## config.mk

```make
export PLATFORM = sky130hd
export DESIGN_NAME = programmable_interval_timer_top
export DESIGN_NICKNAME = d
export VERILOG_FILES = /design/src/design/pit_pkg.sv /design/src/design/programmable_interval_timer_top.sv /design/src/design/pit_chan.sv /design/src/design/pit_core.sv
export SDC_FILE = /design/constraint.sdc
export NUM_CORES = 1
export LEC_CHECK = 0
export BUFFER_PORTS_ARGS = -buffer_cell sky130_fd_sc_hd__buf_2
export CAP_MARGIN = 40
export CELL_PAD_IN_SITES_DETAIL_PLACEMENT = 1
export CELL_PAD_IN_SITES_GLOBAL_PLACEMENT = 1
export CORE_UTILIZATION = 50
export CTS_CLUSTER_SIZE = 28
export DETAILED_ROUTE_END_ITERATION = 16
export PLACE_DENSITY = 0.83
export SLEW_MARGIN = 0
export SYNTH_ARGS = -nofsm -noshare
export SYNTH_HDL_FRONTEND = slang
export SYNTH_SLANG_ARGS = --single-unit
export TNS_END_PERCENT = 50
```

## constraint.sdc

```tcl
create_clock -name i_clk -period 8.5 [get_ports i_clk]
set_clock_uncertainty 0.1 [all_clocks]
set_input_delay 0.85 -clock i_clk [delete_from_list [all_inputs] [get_ports i_clk]]
set_output_delay 0.85 -clock i_clk [all_outputs]
set_load 0.005 [all_outputs]
```

## src/design/pit_pkg.sv

```systemverilog
// ----------------------------------------------------------------------------
// pit_pkg
// Shared types and constants of the interval timer: item kinds, register
// offsets and the control and view records passed to each channel.
// ----------------------------------------------------------------------------
package pit_pkg;

    // Item kinds carried in the low bits of the input tuser
    typedef enum logic [1:0] {
        OP_READ  = 2'd0,
        OP_WRITE = 2'd1,
        OP_TICK  = 2'd2
    } t_op;

    // Fixed part of the ID register, bits 31:12
    localparam logic [19:0] ID_VALUE = 20'h03031;

    // Global register offsets
    localparam logic [7:0] OFF_ID      = 8'h00;
    localparam logic [7:0] OFF_CFG     = 8'h10;
    localparam logic [7:0] OFF_INT_EN  = 8'h14;
    localparam logic [7:0] OFF_INT_STA = 8'h18;
    localparam logic [7:0] OFF_CH_EN   = 8'h1C;

    // Per-channel block: base 0x20, 16 bytes per channel
    localparam logic [3:0] CH_BASE_ROW = 4'h2;
    localparam logic [3:0] OFF_CTRL    = 4'h0;
    localparam logic [3:0] OFF_RELOAD  = 4'h4;
    localparam logic [3:0] OFF_COUNT   = 4'h8;

    // Control register: bits 2:0 mode, bit 3 clock source
    localparam int CTRL_W   = 4;
    localparam int CLK_BIT  = 3;
    // Spacing of a channel's bit in the enable and status registers
    localparam int BIT_STEP = 4;

    // Input item layout
    localparam int ADDR_W  = 8;
    localparam int DATA_W  = 32;
    localparam int OP_W    = 2;
    localparam int CCNT_W  = 3;

    // Command from the register decode to one channel
    typedef struct packed {
        logic              wr_ctrl;
        logic              wr_reload;
        logic              start;
        logic              run;
        logic              tick;
        logic              tick_source;
        logic [DATA_W-1:0] wdata;
    } t_chan_cmd;

    // Readable state of one channel
    typedef struct packed {
        logic [CTRL_W-1:0] ctrl;
        logic [DATA_W-1:0] reload;
        logic [DATA_W-1:0] count;
    } t_chan_view;

endpackage

```

## src/design/programmable_interval_timer_top.sv

```systemverilog
// ----------------------------------------------------------------------------
// programmable_interval_timer_top
// Multi-channel 32-bit interval timer driven by a stream of bus reads,
// bus writes and clock ticks, one result per item.
// ----------------------------------------------------------------------------
// Usage:
//   Input stream: tuser carries the item kind (read, write, tick) and the
//   tick clock kind; tdata carries the register byte offset and write data.
//   Output stream: one transaction per input item with the read data (zero
//   for writes and ticks) and the interrupt flag as it stands after the item.
//   Configuration channel: writes the channel count reported in the CFG register;
//   always ready; the user must use it only while the block is idle (not enforced).
// Pipeline and throughput:
//   An item is accepted into the input register, executed by the decode and
//   channel update logic once the output register is free or draining, and
//   registered as a result in the output register. One item per cycle is
//   sustained while the receiver keeps up; every channel updates in parallel on a tick.
// Reset and stall:
//   Reset clears all timer registers, the interrupt bits and both stages;
//   the reported channel count returns to 4. When the receiver stalls, the
//   result stays in the output register, one more item waits in the input
//   register, and then the input side stops accepting.
// ----------------------------------------------------------------------------
module programmable_interval_timer_top #(
    parameter int CHANNELS = 4,
    parameter int REVISION = 0
) (
    input  logic                       i_clk,
    input  logic                       i_rst_n,
    // Input stream
    input  logic                       s_axis_tvalid,
    output logic                       s_axis_tready,
    input  logic [39:0]                s_axis_tdata,  // addr[7:0], wdata[39:8]
    input  logic [2:0]                 s_axis_tuser,  // op[1:0], tick_source[2]
    // Output stream
    output logic                       m_axis_tvalid,
    input  logic                       m_axis_tready,
    output logic [39:0]                m_axis_tdata,  // rdata[31:0], irq[32], zero pad
    // Configuration write channel
    input  logic                       i_cfg_valid,
    output logic                       o_cfg_ready,
    input  logic [pit_pkg::CCNT_W-1:0] i_cfg_data
);
    import pit_pkg::*;

    logic               r_in_valid;
    logic [OP_W-1:0]    r_op;
    logic [ADDR_W-1:0]  r_addr;
    logic [DATA_W-1:0]  r_wdata;
    logic               r_tick_source;
    logic               r_out_valid;
    logic [DATA_W-1:0]  r_rdata;
    logic               r_irq;
    logic               w_advance;
    logic               w_fire;
    logic               w_accept;
    logic [DATA_W-1:0]  w_rdata;
    logic               w_irq;

    // Advance when the output register is free or being drained
    assign w_advance     = !r_out_valid || m_axis_tready;
    assign s_axis_tready = !r_in_valid || w_advance;
    assign w_accept      = s_axis_tvalid && s_axis_tready;
    assign w_fire        = r_in_valid && w_advance;
    assign o_cfg_ready   = 1'b1;

    // Hold stage valid bits
    always_ff @(posedge i_clk) begin
        if (!i_rst_n) begin
            r_in_valid  <= 1'b0;
            r_out_valid <= 1'b0;
        end else begin
            if (w_accept) begin
                r_in_valid <= 1'b1;
            end else if (w_advance) begin
                r_in_valid <= 1'b0;
            end
            if (w_advance) begin
                r_out_valid <= r_in_valid;
            end
        end
    end

    // Capture input payload and result payload
    always_ff @(posedge i_clk) begin
        if (w_accept) begin
            r_op          <= s_axis_tuser[1:0];
            r_tick_source <= s_axis_tuser[2];
            r_addr        <= s_axis_tdata[7:0];
            r_wdata       <= s_axis_tdata[39:8];
        end
        if (w_fire) begin
            r_rdata <= w_rdata;
            r_irq   <= w_irq;
        end
    end

    pit_core #(
        .CHANNELS (CHANNELS),
        .REVISION (REVISION)
    ) u_core (
        .i_clk         (i_clk),
        .i_rst_n       (i_rst_n),
        .i_cfg_we      (i_cfg_valid && o_cfg_ready),
        .i_cfg_data    (i_cfg_data),
        .i_fire        (w_fire),
        .i_op          (r_op),
        .i_addr        (r_addr),
        .i_wdata       (r_wdata),
        .i_tick_source (r_tick_source),
        .o_rdata       (w_rdata),
        .o_irq         (w_irq)
    );

    assign m_axis_tvalid = r_out_valid;
    assign m_axis_tdata  = {7'd0, r_irq, r_rdata};

endmodule

```

## src/design/pit_chan.sv

```systemverilog
// ----------------------------------------------------------------------------
// pit_chan
// One timer channel: control and reload registers and a 32-bit down-counter
// that reloads and flags a wrap when a matching tick finds it at zero.
// ----------------------------------------------------------------------------
module pit_chan (
    input  logic               i_clk,
    input  logic               i_rst_n,
    input  pit_pkg::t_chan_cmd  i_cmd,
    output pit_pkg::t_chan_view o_view,
    output logic               o_wrap
);
    import pit_pkg::*;

    logic [CTRL_W-1:0] r_ctrl;
    logic [DATA_W-1:0] r_reload;
    logic [DATA_W-1:0] r_count;
    logic [DATA_W-1:0] n_count;
    logic              w_count_tick;

    // Count only on ticks of the selected clock while running
    assign w_count_tick = i_cmd.tick && i_cmd.run && (r_ctrl[CLK_BIT] == i_cmd.tick_source);
    assign o_wrap       = w_count_tick && (r_count == '0);

    // Next counter value: load on start, reload on wrap, decrement on other counting ticks, else hold
    always_comb begin
        n_count = r_count;
        if (i_cmd.start) begin
            n_count = r_reload;
        end else if (w_count_tick) begin
            if (r_count == '0) begin
                n_count = r_reload;
            end else begin
                n_count = r_count - DATA_W'(1);
            end
        end
    end

    // Hold channel registers
    always_ff @(posedge i_clk) begin
        if (!i_rst_n) begin
            r_ctrl   <= '0;
            r_reload <= '0;
            r_count  <= '0;
        end else begin
            if (i_cmd.wr_ctrl) begin
                r_ctrl <= i_cmd.wdata[CTRL_W-1:0];
            end
            if (i_cmd.wr_reload) begin
                r_reload <= i_cmd.wdata;
            end
            r_count <= n_count;
        end
    end

    assign o_view.ctrl   = r_ctrl;
    assign o_view.reload = r_reload;
    assign o_view.count  = r_count;

endmodule

```

## src/design/pit_core.sv

```systemverilog
// ----------------------------------------------------------------------------
// pit_core
// Register decode, global enable and status bits, read mux and interrupt
// flag. Executes one item per cycle on the fire strobe.
// ----------------------------------------------------------------------------
module pit_core #(
    parameter int CHANNELS = 4,
    parameter int REVISION = 0
) (
    input  logic                       i_clk,
    input  logic                       i_rst_n,
    input  logic                       i_cfg_we,
    input  logic [pit_pkg::CCNT_W-1:0] i_cfg_data,
    input  logic                       i_fire,
    input  logic [pit_pkg::OP_W-1:0]   i_op,
    input  logic [pit_pkg::ADDR_W-1:0] i_addr,
    input  logic [pit_pkg::DATA_W-1:0] i_wdata,
    input  logic                       i_tick_source,
    output logic [pit_pkg::DATA_W-1:0] o_rdata,
    output logic                       o_irq
);
    import pit_pkg::*;

    logic [CCNT_W-1:0]   r_channel_count;
    logic [CHANNELS-1:0] r_irq_en;
    logic [CHANNELS-1:0] r_status;
    logic [CHANNELS-1:0] r_run;
    logic [CHANNELS-1:0] n_irq_en;
    logic [CHANNELS-1:0] n_status;
    logic [CHANNELS-1:0] n_run;
    logic [CHANNELS-1:0] w_wrap;
    logic [CHANNELS-1:0] w_new_bits;
    logic                w_rd;
    logic                w_wr;
    logic                w_tick;
    logic [DATA_W-1:0]   w_irq_en_word;
    logic [DATA_W-1:0]   w_status_word;
    logic [DATA_W-1:0]   w_run_word;
    t_chan_view          w_view [CHANNELS];

    // Decode the item kind
    always_comb begin
        w_rd   = 1'b0;
        w_wr   = 1'b0;
        w_tick = 1'b0;
        case (t_op'(i_op))
            OP_READ:  w_rd   = i_fire;
            OP_WRITE: w_wr   = i_fire;
            OP_TICK:  w_tick = i_fire;
            default:  ;
        endcase
    end

    // Gather each channel's bit from the written word, and spread the
    // stored bits back to positions 4c for reads
    always_comb begin
        w_irq_en_word = '0;
        w_status_word = '0;
        w_run_word    = '0;
        for (int c = 0; c < CHANNELS; c++) begin
            w_new_bits[c]                = i_wdata[BIT_STEP*c];
            w_irq_en_word[BIT_STEP*c]    = r_irq_en[c];
            w_status_word[BIT_STEP*c]    = r_status[c];
            w_run_word[BIT_STEP*c]       = r_run[c];
        end
    end

    // Channel instances with their write strobes
    for (genvar g = 0; g < CHANNELS; g++) begin : g_chan
        logic      w_hit;
        t_chan_cmd w_cmd;

        assign w_hit             = (i_addr[7:4] == CH_BASE_ROW + 4'(g));
        assign w_cmd.wr_ctrl     = w_wr && w_hit && (i_addr[3:0] == OFF_CTRL);
        assign w_cmd.wr_reload   = w_wr && w_hit && (i_addr[3:0] == OFF_RELOAD);
        assign w_cmd.start       = w_wr && (i_addr == OFF_CH_EN) && w_new_bits[g] && !r_run[g];
        assign w_cmd.run         = r_run[g];
        assign w_cmd.tick        = w_tick;
        assign w_cmd.tick_source = i_tick_source;
        assign w_cmd.wdata       = i_wdata;

        pit_chan u_chan (
            .i_clk   (i_clk),
            .i_rst_n (i_rst_n),
            .i_cmd   (w_cmd),
            .o_view  (w_view[g]),
            .o_wrap  (w_wrap[g])
        );
    end

    // Next values of the global bit registers
    always_comb begin
        n_irq_en = r_irq_en;
        n_run    = r_run;
        n_status = r_status | w_wrap;
        if (w_wr && i_addr == OFF_INT_EN) begin
            n_irq_en = w_new_bits;
        end
        if (w_wr && i_addr == OFF_INT_STA) begin
            n_status = r_status & ~w_new_bits;
        end
        if (w_wr && i_addr == OFF_CH_EN) begin
            n_run = w_new_bits;
        end
    end

    // Hold global registers
    always_ff @(posedge i_clk) begin
        if (!i_rst_n) begin
            r_channel_count <= CCNT_W'(4);
            r_irq_en        <= '0;
            r_status        <= '0;
            r_run           <= '0;
        end else begin
            if (i_cfg_we) begin
                r_channel_count <= i_cfg_data;
            end
            r_irq_en <= n_irq_en;
            r_status <= n_status;
            r_run    <= n_run;
        end
    end

    // Read mux over current state
    always_comb begin
        o_rdata = '0;
        if (w_rd) begin
            case (i_addr)
                OFF_ID:      o_rdata = {ID_VALUE, 12'(REVISION)};
                OFF_CFG:     o_rdata = DATA_W'(r_channel_count);
                OFF_INT_EN:  o_rdata = w_irq_en_word;
                OFF_INT_STA: o_rdata = w_status_word;
                OFF_CH_EN:   o_rdata = w_run_word;
                default: begin
                    for (int c = 0; c < CHANNELS; c++) begin
                        if (i_addr[7:4] == CH_BASE_ROW + 4'(c)) begin
                            case (i_addr[3:0])
                                OFF_CTRL:   o_rdata = DATA_W'(w_view[c].ctrl);
                                OFF_RELOAD: o_rdata = w_view[c].reload;
                                OFF_COUNT:  o_rdata = w_view[c].count;
                                default:    ;
                            endcase
                        end
                    end
                end
            endcase
        end
    end

    // Interrupt line after the item
    assign o_irq = |(n_status & n_irq_en);

endmodule
```

# After elaboration in Yosys (flattened, before gate mapping)
# Index checks and enable logic that the tools add are counted.
op_classes:
  reduce_logical: 58
  eq_ne: 16
  n_addsub: 4
  n_div: 0
  order_cmp: 0
  shift: 0
  multipliers: 0
  bitwise: 4
  mux: 28
op_table:
  columns: ["op", "n"]
  rows:
  - ["32-bit two-way mux", 16]
  - ["32-bit case mux with 3 select lines", 4]
  - ["32-bit case mux with 5 select lines", 1]
  - ["32-bit logical NOT", 4]
  - ["32-bit by 1-bit subtractor with 32-bit output (second input constant)", 4]
  - ["1-bit logical AND", 37]
  - ["8-bit by 5-bit equality test with 1-bit output (second input constant)", 4]
  - ["4-bit by 3-bit equality test with 1-bit output (second input constant)", 3]
  - ["2-bit nonzero test", 5]
  - ["4-bit bitwise AND", 2]
  - ["4-bit by 2-bit equality test with 1-bit output (second input constant)", 2]
  - ["8-bit logical NOT", 1]
  - ["4-bit two-way mux", 2]
  - ["1-bit logical NOT", 6]
  - ["1-bit two-way mux", 5]
  - ["1-bit equality test", 4]
  - ["4-bit equality test (second input constant)", 1]
  - ["4-bit logical NOT", 1]
  - ["4-bit inverter", 1]
  - ["4-bit OR", 1]
  - ["4-bit OR reduction", 1]
  - ["2-bit by 1-bit equality test with 1-bit output (second input constant)", 1]
  - ["2-bit equality test (second input constant)", 1]
  - ["2-bit logical NOT", 1]
  - ["1-bit logical OR", 2]
totals:
  ram_bits: 0
  mem_count: 0
  input_bits: 51
  elab_cells: 134
  ff_bits: 365
  rom_bits: 0
  latchBits: 0
  output_inout_bits: 43

# Longest topological paths before layout
# Gate-level depths: netlist of the first run.
depth:
  depth_word: 11
  mapped_depth: 10
  mapped_depth_nobuf: 8

# Modules after synthesis
# A second synthesis of the first run with hierarchy kept.
hier_totals:
  hier_cells: 2216
  hier_area_um2: 19368.6
modules_own_cells:
  columns: ["module", "instances", "area_each_um2", "seq_area_each_um2", "cells_each"]
  rows:
  - ["pit_chan (u_core.g_chan[0].u_chan ...)", 3, 3378.2, 1361.3, 406]
  - ["pit_chan (u_core.g_chan[3].u_chan)", 1, 3422.0, 1361.3, 410]
  - ["pit_core", 1, 3350.7, 300.3, 492]
  - ["programmable_interval_timer_top", 1, 2461.1, 2322.2, 96]

# Least setup slack after synthesis of the first run
# Ideal clock, no wire load.
synth_path:
  path_type: "input -> register"
  from: "input port m_axis_tready"
  to: "register r_rdata[16], data pin"
  cell_stages: 6
  setup_time_ps: 130
  path_slack_ps: 5415
  arrival_time_ps: 2855
  path_buffers: 1
  required_time_ps: 8270
  path_cell_list: "nand2b_1 clkbuf_1 and2_1 nand2_1 nor3_1 a21o_1"
synth_via:
  elab_chain_cells: 3
synth_rtl:
  columns: ["item", "line", "rtl"]
  rows:
  - ["start, declared", "programmable_interval_timer_top.sv:37", "input logic m_axis_tready,"]
  - ["1-bit logical OR", "programmable_interval_timer_top.sv:61", "assign w_advance = !r_out_valid || m_axis_tready;"]
  - ["1-bit logical AND", "programmable_interval_timer_top.sv:64", "assign w_fire = r_in_valid && w_advance;"]
  - ["1-bit two-way mux", "pit_core.sv:46", "case (t_op'(i_op))"]
  - ["end signal, assigned", "programmable_interval_timer_top.sv:93", "r_rdata <= w_rdata;"]
  - ["end, declared", "programmable_interval_timer_top.sv:52", "logic [DATA_W-1:0] r_rdata;"]
# Every way passes these cells.
# A chain may end at the register's enable or synchronous reset.

# Worst setup path after layout of the first run
layout_path:
  from: "register r_addr[2]"
  to: "register u_core.g_chan[2].u_chan.r_reload[1]"
layout_via:
  elab_chain_cells: 2
layout_rtl:
  columns: ["item", "line", "rtl"]
  rows:
  - ["start, declared", "programmable_interval_timer_top.sv:48", "logic [ADDR_W-1:0] r_addr;"]
  - ["start signal, assigned", "programmable_interval_timer_top.sv:89", "r_addr <= s_axis_tdata[7:0];"]
  - ["4-bit by 3-bit equality test with 1-bit output", "pit_core.sv:75", "assign w_cmd.wr_reload = w_wr && w_hit && (i_addr[3:0] == OFF_RELOAD);"]
  - ["1-bit logical AND", "pit_core.sv:75", null]
  - ["end signal, assigned", "pit_chan.sv:50", "r_reload <= i_cmd.wdata;"]
  - ["end, declared", "pit_chan.sv:16", "logic [DATA_W-1:0] r_reload;"]
# Every way passes these cells.

==> results of run 1 <==
## how the worst min path moves through the flow
stage	startpoint	to	slack [ps]	cells past startpoint
finish	s_axis_tdata[24]	r_wdata[16]	340	1
global route	s_axis_tdata[24]	r_wdata[16]	330	1
CTS	s_axis_tdata[25]	r_wdata[17]	330	1
detailed placement	u_core.g_chan[1].u_chan.r_reload[5]	u_core.g_chan[1].u_chan.r_reload[5]	370	2
global placement	u_core.g_chan[1].u_chan.r_reload[12]	u_core.g_chan[1].u_chan.r_reload[12]	360	2
floorplan	u_core.r_channel_count[2]	u_core.r_channel_count[2]	340	2
## flip-flops by register name, summed over array words and instances (netlist names)
register                       cells
r_rdata                           32
u_core.g_chan.u_chan.r_count     128
u_core.g_chan.u_chan.r_ctrl       16
r_tick_source                      1
r_in_valid                         1
u_core.r_run                       4
r_wdata                           32
u_core.r_channel_count             3
u_core.r_irq_en                    4
r_op                               2
r_irq                              1
m_axis_tvalid                      1
u_core.g_chan.u_chan.r_reload    128
r_addr                             8
u_core.r_status                    4
## cells by family after synthesis
family,after synthesis,share of synthesized area (%)
other,2,0.0401
buffers and inverters,194,4.13
AOI/OAI and AO/OA,702,24.1
DFF,365,43.1
adders and majority gates,5,0.334
xor gates and xnor gates,14,0.655
and+or+nand+nor,947,23.7
muxes,70,3.85
## critical path: stages (launching register included)
cell and delay, ps:
edfxtp_1 320, buf_4 360, nor4b_2 350, buf_4 530, buf_4 620, nand2_1 410, nor2_4 810, nand2_1 160
a21oi_1 190
## area by class of cell
class | instances | area, µm² | area share, %
inverters | 19 | 76.3 | 0.364
repair buffers | 141 | 946 | 4.51
clock inverters | 8 | 65.1 | 0.310
flip-flops and latches | 365 | 8070 | 38.5
clock buffers | 66 | 1250 | 5.98
diodes | 1 | 2.50 | 0.0119
multi-input cells | 1746 | 9960 | 47.5
well taps | 468 | 586 | 2.79
## layout by cell type, fill, tap and decap left out, types with 44 or more instances in the layout
cell,count
nor4_1,50
nor3_1,84
o21ai_0,96
nand3_1,67
nand2_1,434
dfxtp_1,289
a21oi_1,263
edfxtp_1,76
mux2i_1,64
nor2_1,130
a22oi_1,61
clkbuf_16,44
buf_2,87
## per-layer routing
| layer | track usage [%] | vias to the layer above |
|---|---|---|
| li1 | - | 8562 |
| met1 | 53.9 | 9866 |
| met2 | 69.9 | 1107 |
| met3 | 8.00 | 259 |
| met4 | 20.4 | 2 |
| met5 | 0 | - |
## metrics by stage
step	worst slack (ps)	total power (W)	hold slack [ps]	instance area, µm²
6_report	4540	0.00377	340	21000
5_1_grt	4400	0.00384	328	21000
4_1_cts	4650	0.00376	325	21000
3_5_place_dp	4710	0.00200	371	19600
3_3_place_gp	4610	0.00200	357	19400
2_1_floorplan	5410	0.00192	341	18700
## power by group through the flow
stage	sequential [W]	clock [W]	combinational (W)
after global placement	0.00187	0	0.000129
after CTS	0.00183	0.00180	0.000138
final	0.00183	0.00180	0.000142
after global routing	0.00183	0.00186	0.000147
after floorplan	0.00184	0	0.0000806
after detailed placement	0.00187	0	0.000136
==> flow_metrics.py, run 1 <==
metrics = {
    "clocking": {
        "hold_buffers": 0,
        "cts.sinks": 365,
        "cts_max_level": 2,
        "cts_tree": "done",
        "cts_root_buf": "clkbuf_16",
        "numCtsBuffers": 41,
        "clock_path_buffers": 3,
        "post-cts-setup-buffer-count": 0,
        "clk_latency_ps": 580,
        "cts.clk_slew.worst_paths_ps": 60,
        "cts_resized": 0,
    },
    "sta": {
        "finalCritPeriodShare_pct": 46.5,
        "setup_viol": 0,
        "hold_viol_final": 0,
        "slew_headroom_pct": 30.5,
        "layout_min_cycle_time_ps": 3960,
        "max_freq_ghz": 0.253,
        "rsz0062_at_grt": "no",
        "tns_ps": 0,
        "worst_pin_slew_ps": 1030,
        "final_max_slew_viol_count": 0,
    },
    "die": {
        "coreArea_um2": 36700,
        "row_count": 70,
        "dieWidth_um": 195,
        "ios": 94,
        "die-area_um2": 38200,
        "initial_core_util_pct": 51.0,
        "fp.dieH_um": 195,
    },
    "layout": {
        "fillers": 4418,
        "final_cell_count_no_fill": 2814,
        "drive_above_1_share_pct": 10.1,
        "final_net_count": 2370,
        "fin_util_pct": 57.1,
        "area_delta_synth_final_pct": 12.0,
    },
    "logic_synthesis": {
        "synth_common_cells": "nand2_1 (434), dfxtp_1 (289), a21oi_1 (263), clkbuf_1 (146), nor2_1 (135)",
        "ys_types": 83,
        "synth_seq_cells": 365,
        "synth_flop_cell": "dfxtp_1",
        "ys_top_cells_by_area": "dfxtp_1 (31%), edfxtp_1 (12%), nand2_1 (8.7%)",
        "postSynthCellCount": 2299,
        "netlist_area_um2": 18700,
        "synth_edf_count": 76,
        "synth_top_area_share_pct": 30.9,
        "syn_avg_cell_area_um2": 8.14,
        "yosys_warnings": 0,
        "yosysMostFrequentCell": "nand2_1",
        "ys_async_sr_fraction_pct": 0,
        "seq_area_frac_synth_pct": 43.1,
        "synth_top_area_cell": "dfxtp_1",
    },
    "power": {
        "leakagePower_nw": 7.27,
        "pwr-share-comb_pct": 3.8,
        "swShare_pct": 24.0,
        "switching_power_w": 0.000905,
        "internal_power_w": 0.00287,
        "p_clk_share_pct": 47.7,
        "power.density_nw_per_um2": 180,
        "vdd_drop_max_mv": 0.164,
        "power_frac_seq_pct": 48.6,
    },
    "global_route": {
        "track_usage_pct": 42.6,
        "grt_pass1_vias": 19908,
        "grt_max_degree": 158,
        "antenna_found_initial": 2,
        "grt_pass1_wl_um": 124000,
        "grt-ovfl-total": 0,
    },
    "detailed_routing": {
        "wl_met3_um": 7400,
        "wl_met1_um": 31900,
        "dr.pass1.iters": 7,
        "dr.first_iter.drc_count": 2338,
        "vias": 19796,
        "vias_per_cell": 7.03,
        "highest_layer": "met5",
        "wl_met2_um": 38300,
        "wl_per_cell_um": 29.0,
        "postRouteAntennaNets": 0,
        "drt_wl_total_um": 81700,
        "drc": 0,
    },
    "setup_path": {
        "r2r_cells": 8,
        "ff2ff_setup_slack_ps": 4540,
        "start_kind": "flip-flop",
        "critical_path.endpoint": "u_core.g_chan[2].u_chan.r_reload[1]",
        "worstPathRequired_ps": 8900,
        "endpoint_kind": "flip-flop",
        "critPathLaunch": "r_addr[2]",
        "arrival_ps": 4350,
        "r2r-start": "r_addr[2]",
        "critPathMaxFanout": 43,
        "critPathKind": "reg -> reg",
        "r2r-end": "u_core.g_chan[2].u_chan.r_reload[1]",
    },
    "outcome": {
        "status": "completed",
    },
    "worst_hold_path": {
        "min_path_type": "in -> reg",
    },
    "place": {
        "hpwlAfterDp_um": 57900,
        "place_inst": 2739,
        "routabilityCongestion": 1.00,
        "port-buffer-count": 85,
    },
    "job": {
        "cap_violations": 0,
    },
}
No activity file was read; power rests on OpenSTA's default activity.
==> run 2: changes to the inputs <==
--- a/config.mk
+++ b/config.mk
@@ -9,10 +9,10 @@
 export CAP_MARGIN = 40
 export CELL_PAD_IN_SITES_DETAIL_PLACEMENT = 1
 export CELL_PAD_IN_SITES_GLOBAL_PLACEMENT = 1
-export CORE_UTILIZATION = 50
+export CORE_UTILIZATION = 47
 export CTS_CLUSTER_SIZE = 28
 export DETAILED_ROUTE_END_ITERATION = 16
-export PLACE_DENSITY = 0.83
+export PLACE_DENSITY = 0.79
 export SLEW_MARGIN = 0
 export SYNTH_ARGS = -nofsm -noshare
 export SYNTH_HDL_FRONTEND = slang
==> constraint.sdc (replaced) <==
create_clock -name i_clk -period 3.9 [get_ports i_clk]
set_clock_uncertainty 0.1 [all_clocks]
set_input_delay 0.39 -clock i_clk [delete_from_list [all_inputs] [get_ports i_clk]]
set_output_delay 0.39 -clock i_clk [all_outputs]
set_load 0.005 [all_outputs]
==> run 2 against run 1 <==
Against the previous run:
- global-route usage increased by 1.4 points
- hold slack got worse by 340 ps
- sequential cell count unchanged
- final cell count increased by 5.2%
- clock power increased by 130%
- wire length increased by 11%
- die area increased by 6.3%
- power increased by 120%
- register-to-register slack got worse by 4100 ps
- cell area increased by 4.1%
- via count increased by 3.3%
- setup slack got worse by 4100 ps
==> flow_metrics.py, run 2 (synthesis gave the netlist of run 1 again) <==
metrics = {
    "die": {
        "die-area_um2": 40600,
        "fp.dieH_um": 202,
        "ios": 94,
        "initial_core_util_pct": 48.1,
        "dieWidth_um": 202,
        "coreArea_um2": 38900,
        "row_count": 72,
    },
    "detailed_routing": {
        "drt_wl_total_um": 90500,
        "dr.pass1.iters": 6,
        "wl_per_cell_um": 30.6,
        "postRouteAntennaNets": 0,
        "vias": 20452,
        "dr.first_iter.drc_count": 2412,
        "drc": 0,
        "vias_per_cell": 6.91,
    },
    "clocking": {
        "cts.clk_slew.worst_paths_ps": 60,
        "hold_buffers": 48,
        "clk_latency_ps": 600,
        "clock_path_buffers": 3,
        "post-cts-setup-buffer-count": 0,
        "cts_tree": "done",
        "cts_root_buf": "clkbuf_16",
        "cts_resized": 0,
        "cts_max_level": 2,
        "cts.sinks": 365,
        "numCtsBuffers": 43,
    },
    "global_route": {
        "grt_max_degree": 60,
        "grt_pass1_wl_um": 133000,
        "grt-ovfl-total": 0,
        "grt_pass1_vias": 20131,
        "track_usage_pct": 44.0,
        "antenna_found_initial": 3,
    },
    "setup_path": {
        "ff2ff_setup_slack_ps": 430,
        "max_stage_delay_ps": 580,
        "r2r_cells": 6,
        "r2r-end": "r_rdata[30]",
        "r2r-start": "r_addr[6]",
        "crit_chain": "nor3b_2, nand2_1, buf_4, o22ai_1, o211ai_1, a21oi_1",
        "endpoint_kind": "flip-flop",
        "start_kind": "flip-flop",
        "critPathMaxFanout": 11,
        "worst-path-buf-inv": 1,
        "arrival_ps": 3790,
        "worstPathRequired_ps": 4220,
        "critPathTopFamily": "compound AO/OA/AOI/OAI gates",
        "cp.depth": 6,
        "critical_path.endpoint": "r_rdata[30]",
        "critPathLaunch": "r_addr[6]",
        "critPathKind": "reg -> reg",
        "slowest_stage": "nor3b_2",
    },
    "power": {
        "power_frac_seq_pct": 47.4,
        "vdd_drop_max_mv": 0.418,
        "power.density_nw_per_um2": 386,
        "swShare_pct": 24.7,
        "switching_power_w": 0.00208,
        "p_clk_share_pct": 48.3,
        "leakagePower_nw": 7.68,
        "internal_power_w": 0.00634,
        "pwr-share-comb_pct": 4.3,
    },
    "layout": {
        "mostFrequentLayoutCells": "nand2_1 (434), dfxtp_1 (289), a21oi_1 (263)",
        "final_cell_count_no_fill": 2960,
        "layout_commonest_cell": "nand2_1",
        "final_net_count": 2464,
        "largestRegisters": "u_core.g_chan.u_chan.r_count (128), u_core.g_chan.u_chan.r_reload (128)",
        "area_delta_synth_final_pct": 16.6,
        "drive_above_1_share_pct": 11.6,
    },
    "place": {
        "place_inst": 2833,
        "routabilityCongestion": 1.04,
        "port-buffer-count": 85,
        "hpwlAfterDp_um": 63200,
    },
    "worst_hold_path": {
        "min_path_type": "in -> reg",
        "hold_path_depth": 3,
        "min_from": "i_cfg_valid",
    },
    "sta": {
        "layout_min_cycle_time_ps": 3470,
        "max_freq_ghz": 0.288,
        "finalCritPeriodShare_pct": 88.9,
        "worst_pin_slew_ps": 865,
        "tns_ps": 0,
        "rsz0062_at_grt": "no",
        "final_max_slew_viol_count": 0,
        "hold_viol_final": 0,
        "slew_headroom_pct": 42.1,
        "setup_viol": 0,
    },
    "job": {
        "cap_violations": 0,
    },
    "outcome": {
        "status": "completed",
    },
}
==> run 2: layout make-up <==
cell class                 count  area [µm²]
sequential                   365        8070
clock buffer                  67        1240
inverter                      19        76.3
clock inverter                11         120
antenna                        1        2.50
fill                        4685       17100
multi-input combinational   1746        9940
tap                          518         648
timing repair buffer         233        1720
==> run 2: metrics by stage <==
| step | total power [W] | util (%) | area [µm²] | setup slack [ps] | hold WS [ps] |
|---|---|---|---|---|---|
| finish | 0.00842 | 56.1 | 21800 | 432 | 1.73 |
| global route | 0.00857 | 56.1 | 21800 | 410 | 54.9 |
| CTS | 0.00837 | 56.1 | 21800 | 642 | 12.4 |
| detailed placement | 0.00437 | 51.3 | 20000 | 715 | 365 |
| global placement | 0.00437 | 51.3 | 20000 | 668 | 356 |
| floorplan | 0.00418 | - | 18700 | 1000 | 341 |
==> run 2: power groups by stage <==
stage                     registers, W  clock network (W)  logic, W
after global placement         0.00406                  0  0.000301
after floorplan                0.00401                  0  0.000176
final                          0.00399            0.00407  0.000363
after detailed placement       0.00407                  0  0.000307
after CTS                      0.00398            0.00404  0.000345
after global routing           0.00399            0.00421  0.000374
==> run 2: worst min-delay path: cells and delay by family <==
kind	cells	cell delay (ps)
multiplexers	1	80
buffers and inverters	1	130
AND/OR/NAND/NOR	1	70
==> run 2: layer usage <==
layer	global-route usage, %	vias to the layer above	wire length, µm
met2	65.1	1249	38700
met3	10.7	319	9630
met1	57.7	10130	35800
met4	26.9	4	6190
met5	0	-	73
li1	-	8750	-
==> run 2: worst min path at each step <==
| stage | slack [ps] | endpoint |
|---|---|---|
| final | 2 | u_core.r_channel_count[1] |
| after global routing | 50 | u_core.r_channel_count[1] |
| after CTS | 10 | u_core.r_channel_count[1] |
| after detailed placement | 360 | u_core.g_chan[0].u_chan.r_reload[18] |
| after global placement | 360 | u_core.g_chan[1].u_chan.r_reload[1] |
| after floorplan | 340 | u_core.r_channel_count[2] |
==> run 3: changes to the inputs <==
--- a/config.mk
+++ b/config.mk
@@ -13,6 +13,7 @@
 export CTS_CLUSTER_SIZE = 28
 export DETAILED_ROUTE_END_ITERATION = 16
 export PLACE_DENSITY = 0.79
+export RECOVER_POWER = 50
 export SLEW_MARGIN = 0
 export SYNTH_ARGS = -nofsm -noshare
 export SYNTH_HDL_FRONTEND = slang
==> run 3 against run 2 <==
Against the previous run:
- cell area shrank 0.32%
- die area is the same
- fmax shrank 2.4%
- critical path depth grew 2
- combinational power shrank 1%
- critical endpoint is now u_core.g_chan[3].u_chan.r_count[2]
- critical path type unchanged
- hold slack gained 6.4 ps
- setup slack lost 85 ps
- power shrank 0.19%
- first-iteration DRC count shrank 0.54%
==> flow_metrics.py, run 3 (synthesis gave the netlist of run 1 again) <==
metrics = {
    "setup_path": {
        "critPathMaxFanout": 7,
        "r2r-end": "u_core.g_chan[3].u_chan.r_count[2]",
        "start_kind": "flip-flop",
        "r2r-start": "r_addr[5]",
        "worstPathRequired_ps": 4270,
        "slowest_stage": "nor4b_1",
        "arrival_ps": 3930,
        "critPathKind": "reg -> reg",
        "endpoint_kind": "flip-flop",
        "ff2ff_setup_slack_ps": 350,
        "crit_top_cell": "clkbuf_1",
        "worst-path-buf-inv": 2,
        "r2r_cells": 8,
        "critPathTopFamily": "simple AND/OR/NAND/NOR gates",
        "crit_chain": "nor4b_1, clkbuf_1, nand3_1, or2_0, nand2_1, clkbuf_1, o21ai_0, a32o_1",
        "max_stage_delay_ps": 540,
    },
    "place": {
        "hpwlAfterDp_um": 63200,
        "routabilityCongestion": 1.04,
        "dpl_cell_area_um2": 20000,
        "port-buffer-count": 85,
    },
    "power": {
        "vdd_drop_max_mv": 0.420,
        "leakagePower_nw": 7.59,
        "swShare_pct": 24.6,
        "power.density_nw_per_um2": 387,
        "p_total_w": 0.00841,
        "p_clk_share_pct": 48.3,
        "pwr-share-comb_pct": 4.3,
        "switching_power_w": 0.00207,
        "internal_power_w": 0.00634,
        "power_frac_seq_pct": 47.5,
    },
    "layout": {
        "design_area_um2": 21700,
        "n_antenna_cell": 0,
        "area_delta_synth_final_pct": 16.3,
        "drive_above_1_share_pct": 10.1,
        "mostFrequentLayoutCells": "nand2_1 (434), dfxtp_1 (289), a21oi_1 (263)",
        "layout_commonest_cell": "nand2_1",
        "largestRegisters": "u_core.g_chan.u_chan.r_count (128), u_core.g_chan.u_chan.r_reload (128)",
        "final_net_count": 2464,
    },
    "die": {
        "initial_core_util_pct": 48.1,
        "coreArea_um2": 38900,
        "dieWidth_um": 202,
        "die-area_um2": 40600,
        "fp.dieH_um": 202,
        "row_count": 72,
        "ios": 94,
    },
    "global_route": {
        "grt_max_degree": 60,
        "track_usage_pct": 44.0,
        "grt_pass1_wl_um": 133000,
        "antenna_found_initial": 3,
        "grt_pass1_vias": 20131,
        "grt-ovfl-total": 0,
    },
    "detailed_routing": {
        "dr.pass1.iters": 8,
        "vias": 20457,
        "wl_per_cell_um": 30.5,
        "drt_wl_total_um": 90300,
        "postRouteAntennaNets": 0,
        "dr.first_iter.drc_count": 2399,
        "vias_per_cell": 6.91,
        "drc": 0,
    },
    "sta": {
        "tns_ps": 0,
        "slew_headroom_pct": 2.29,
        "layout_min_cycle_time_ps": 3550,
        "finalCritPeriodShare_pct": 91.1,
        "max_freq_ghz": 0.281,
        "rsz0062_at_grt": "no",
        "worst_pin_slew_ps": 1460,
        "hold_viol_final": 0,
        "final_max_slew_viol_count": 0,
        "setup_viol": 0,
        "hold_slack_ps": 8.08,
    },
    "clocking": {
        "cts_resized": 0,
        "cts.sinks": 365,
        "cts_root_buf": "clkbuf_16",
        "clock_path_buffers": 3,
        "cts_tree": "done",
        "cts_max_level": 2,
        "cts.clk_slew.worst_paths_ps": 60,
        "numCtsBuffers": 43,
        "clk_latency_ps": 600,
    },
    "job": {
        "cap_violations": 0,
    },
    "worst_hold_path": {
        "min_to": "u_core.r_channel_count[1]",
        "hold_path_depth": 3,
        "min_path_type": "in -> reg",
        "min_from": "i_cfg_valid",
    },
    "outcome": {
        "status": "completed",
    },
}
run 3: layer usage:
layer  up-vias  GRT usage [%]  wire (µm)
met2      1230           65.1      38300
met1     10116           57.7      36200
met5         -              0         44
met4         6           26.9       6400
met3       342           10.7       9450
li1       8763              -          -
run 3: worst max-delay path by stage:
stage / cells after the start / start / endpoint
2_1_floorplan: 9 / u_core.g_chan[1].u_chan.r_count[7] / u_core.g_chan[1].u_chan.r_count[29]
3_3_place_gp: 6 / r_addr[6] / r_rdata[30]
3_5_place_dp: 6 / r_addr[6] / r_rdata[30]
4_1_cts: 6 / r_addr[6] / r_rdata[30]
5_1_grt: 10 / u_core.g_chan[0].u_chan.r_count[0] / u_core.g_chan[0].u_chan.r_count[22]
6_report: 8 / r_addr[5] / u_core.g_chan[3].u_chan.r_count[2]
run 3: tightest hold or removal path, delay by kind of cell:
kind	cells	cell delay [ps]
buf+inv	1	130
mux	1	80
simple gates	1	70
run 3: metrics by stage:
stage	utilization (%)	instances	setup WS, ps
finish	55.9	2959	347
global route	55.9	2959	314
global placement	51.3	2833	668
CTS	56.1	2959	642
detailed placement	51.3	2833	715
floorplan	-	2305	1000
run 3: area by class of cell:
type	instances	area [µm²]
timing repair buffer	233	1660
inverter	19	76.3
clock inverter	11	120
tap	518	648
multi-input combinational	1746	9940
sequential	365	8070
fill	4701	17200
clock buffer	67	1240
run 3: power by group through the flow:
stage / Combinational, W / Clock [W] / Sequential, W
finish: 0.000358 / 0.00406 / 0.00399
global route: 0.000369 / 0.00421 / 0.00399
CTS: 0.000345 / 0.00404 / 0.00398
detailed placement: 0.000307 / 0 / 0.00407
global placement: 0.000301 / 0 / 0.00406
floorplan: 0.000176 / 0 / 0.00401
run 3: repair_timing:
action,CTS,global route
setup buffers,0,0
hold buffers,48,0
hold endpoints to repair,47,0
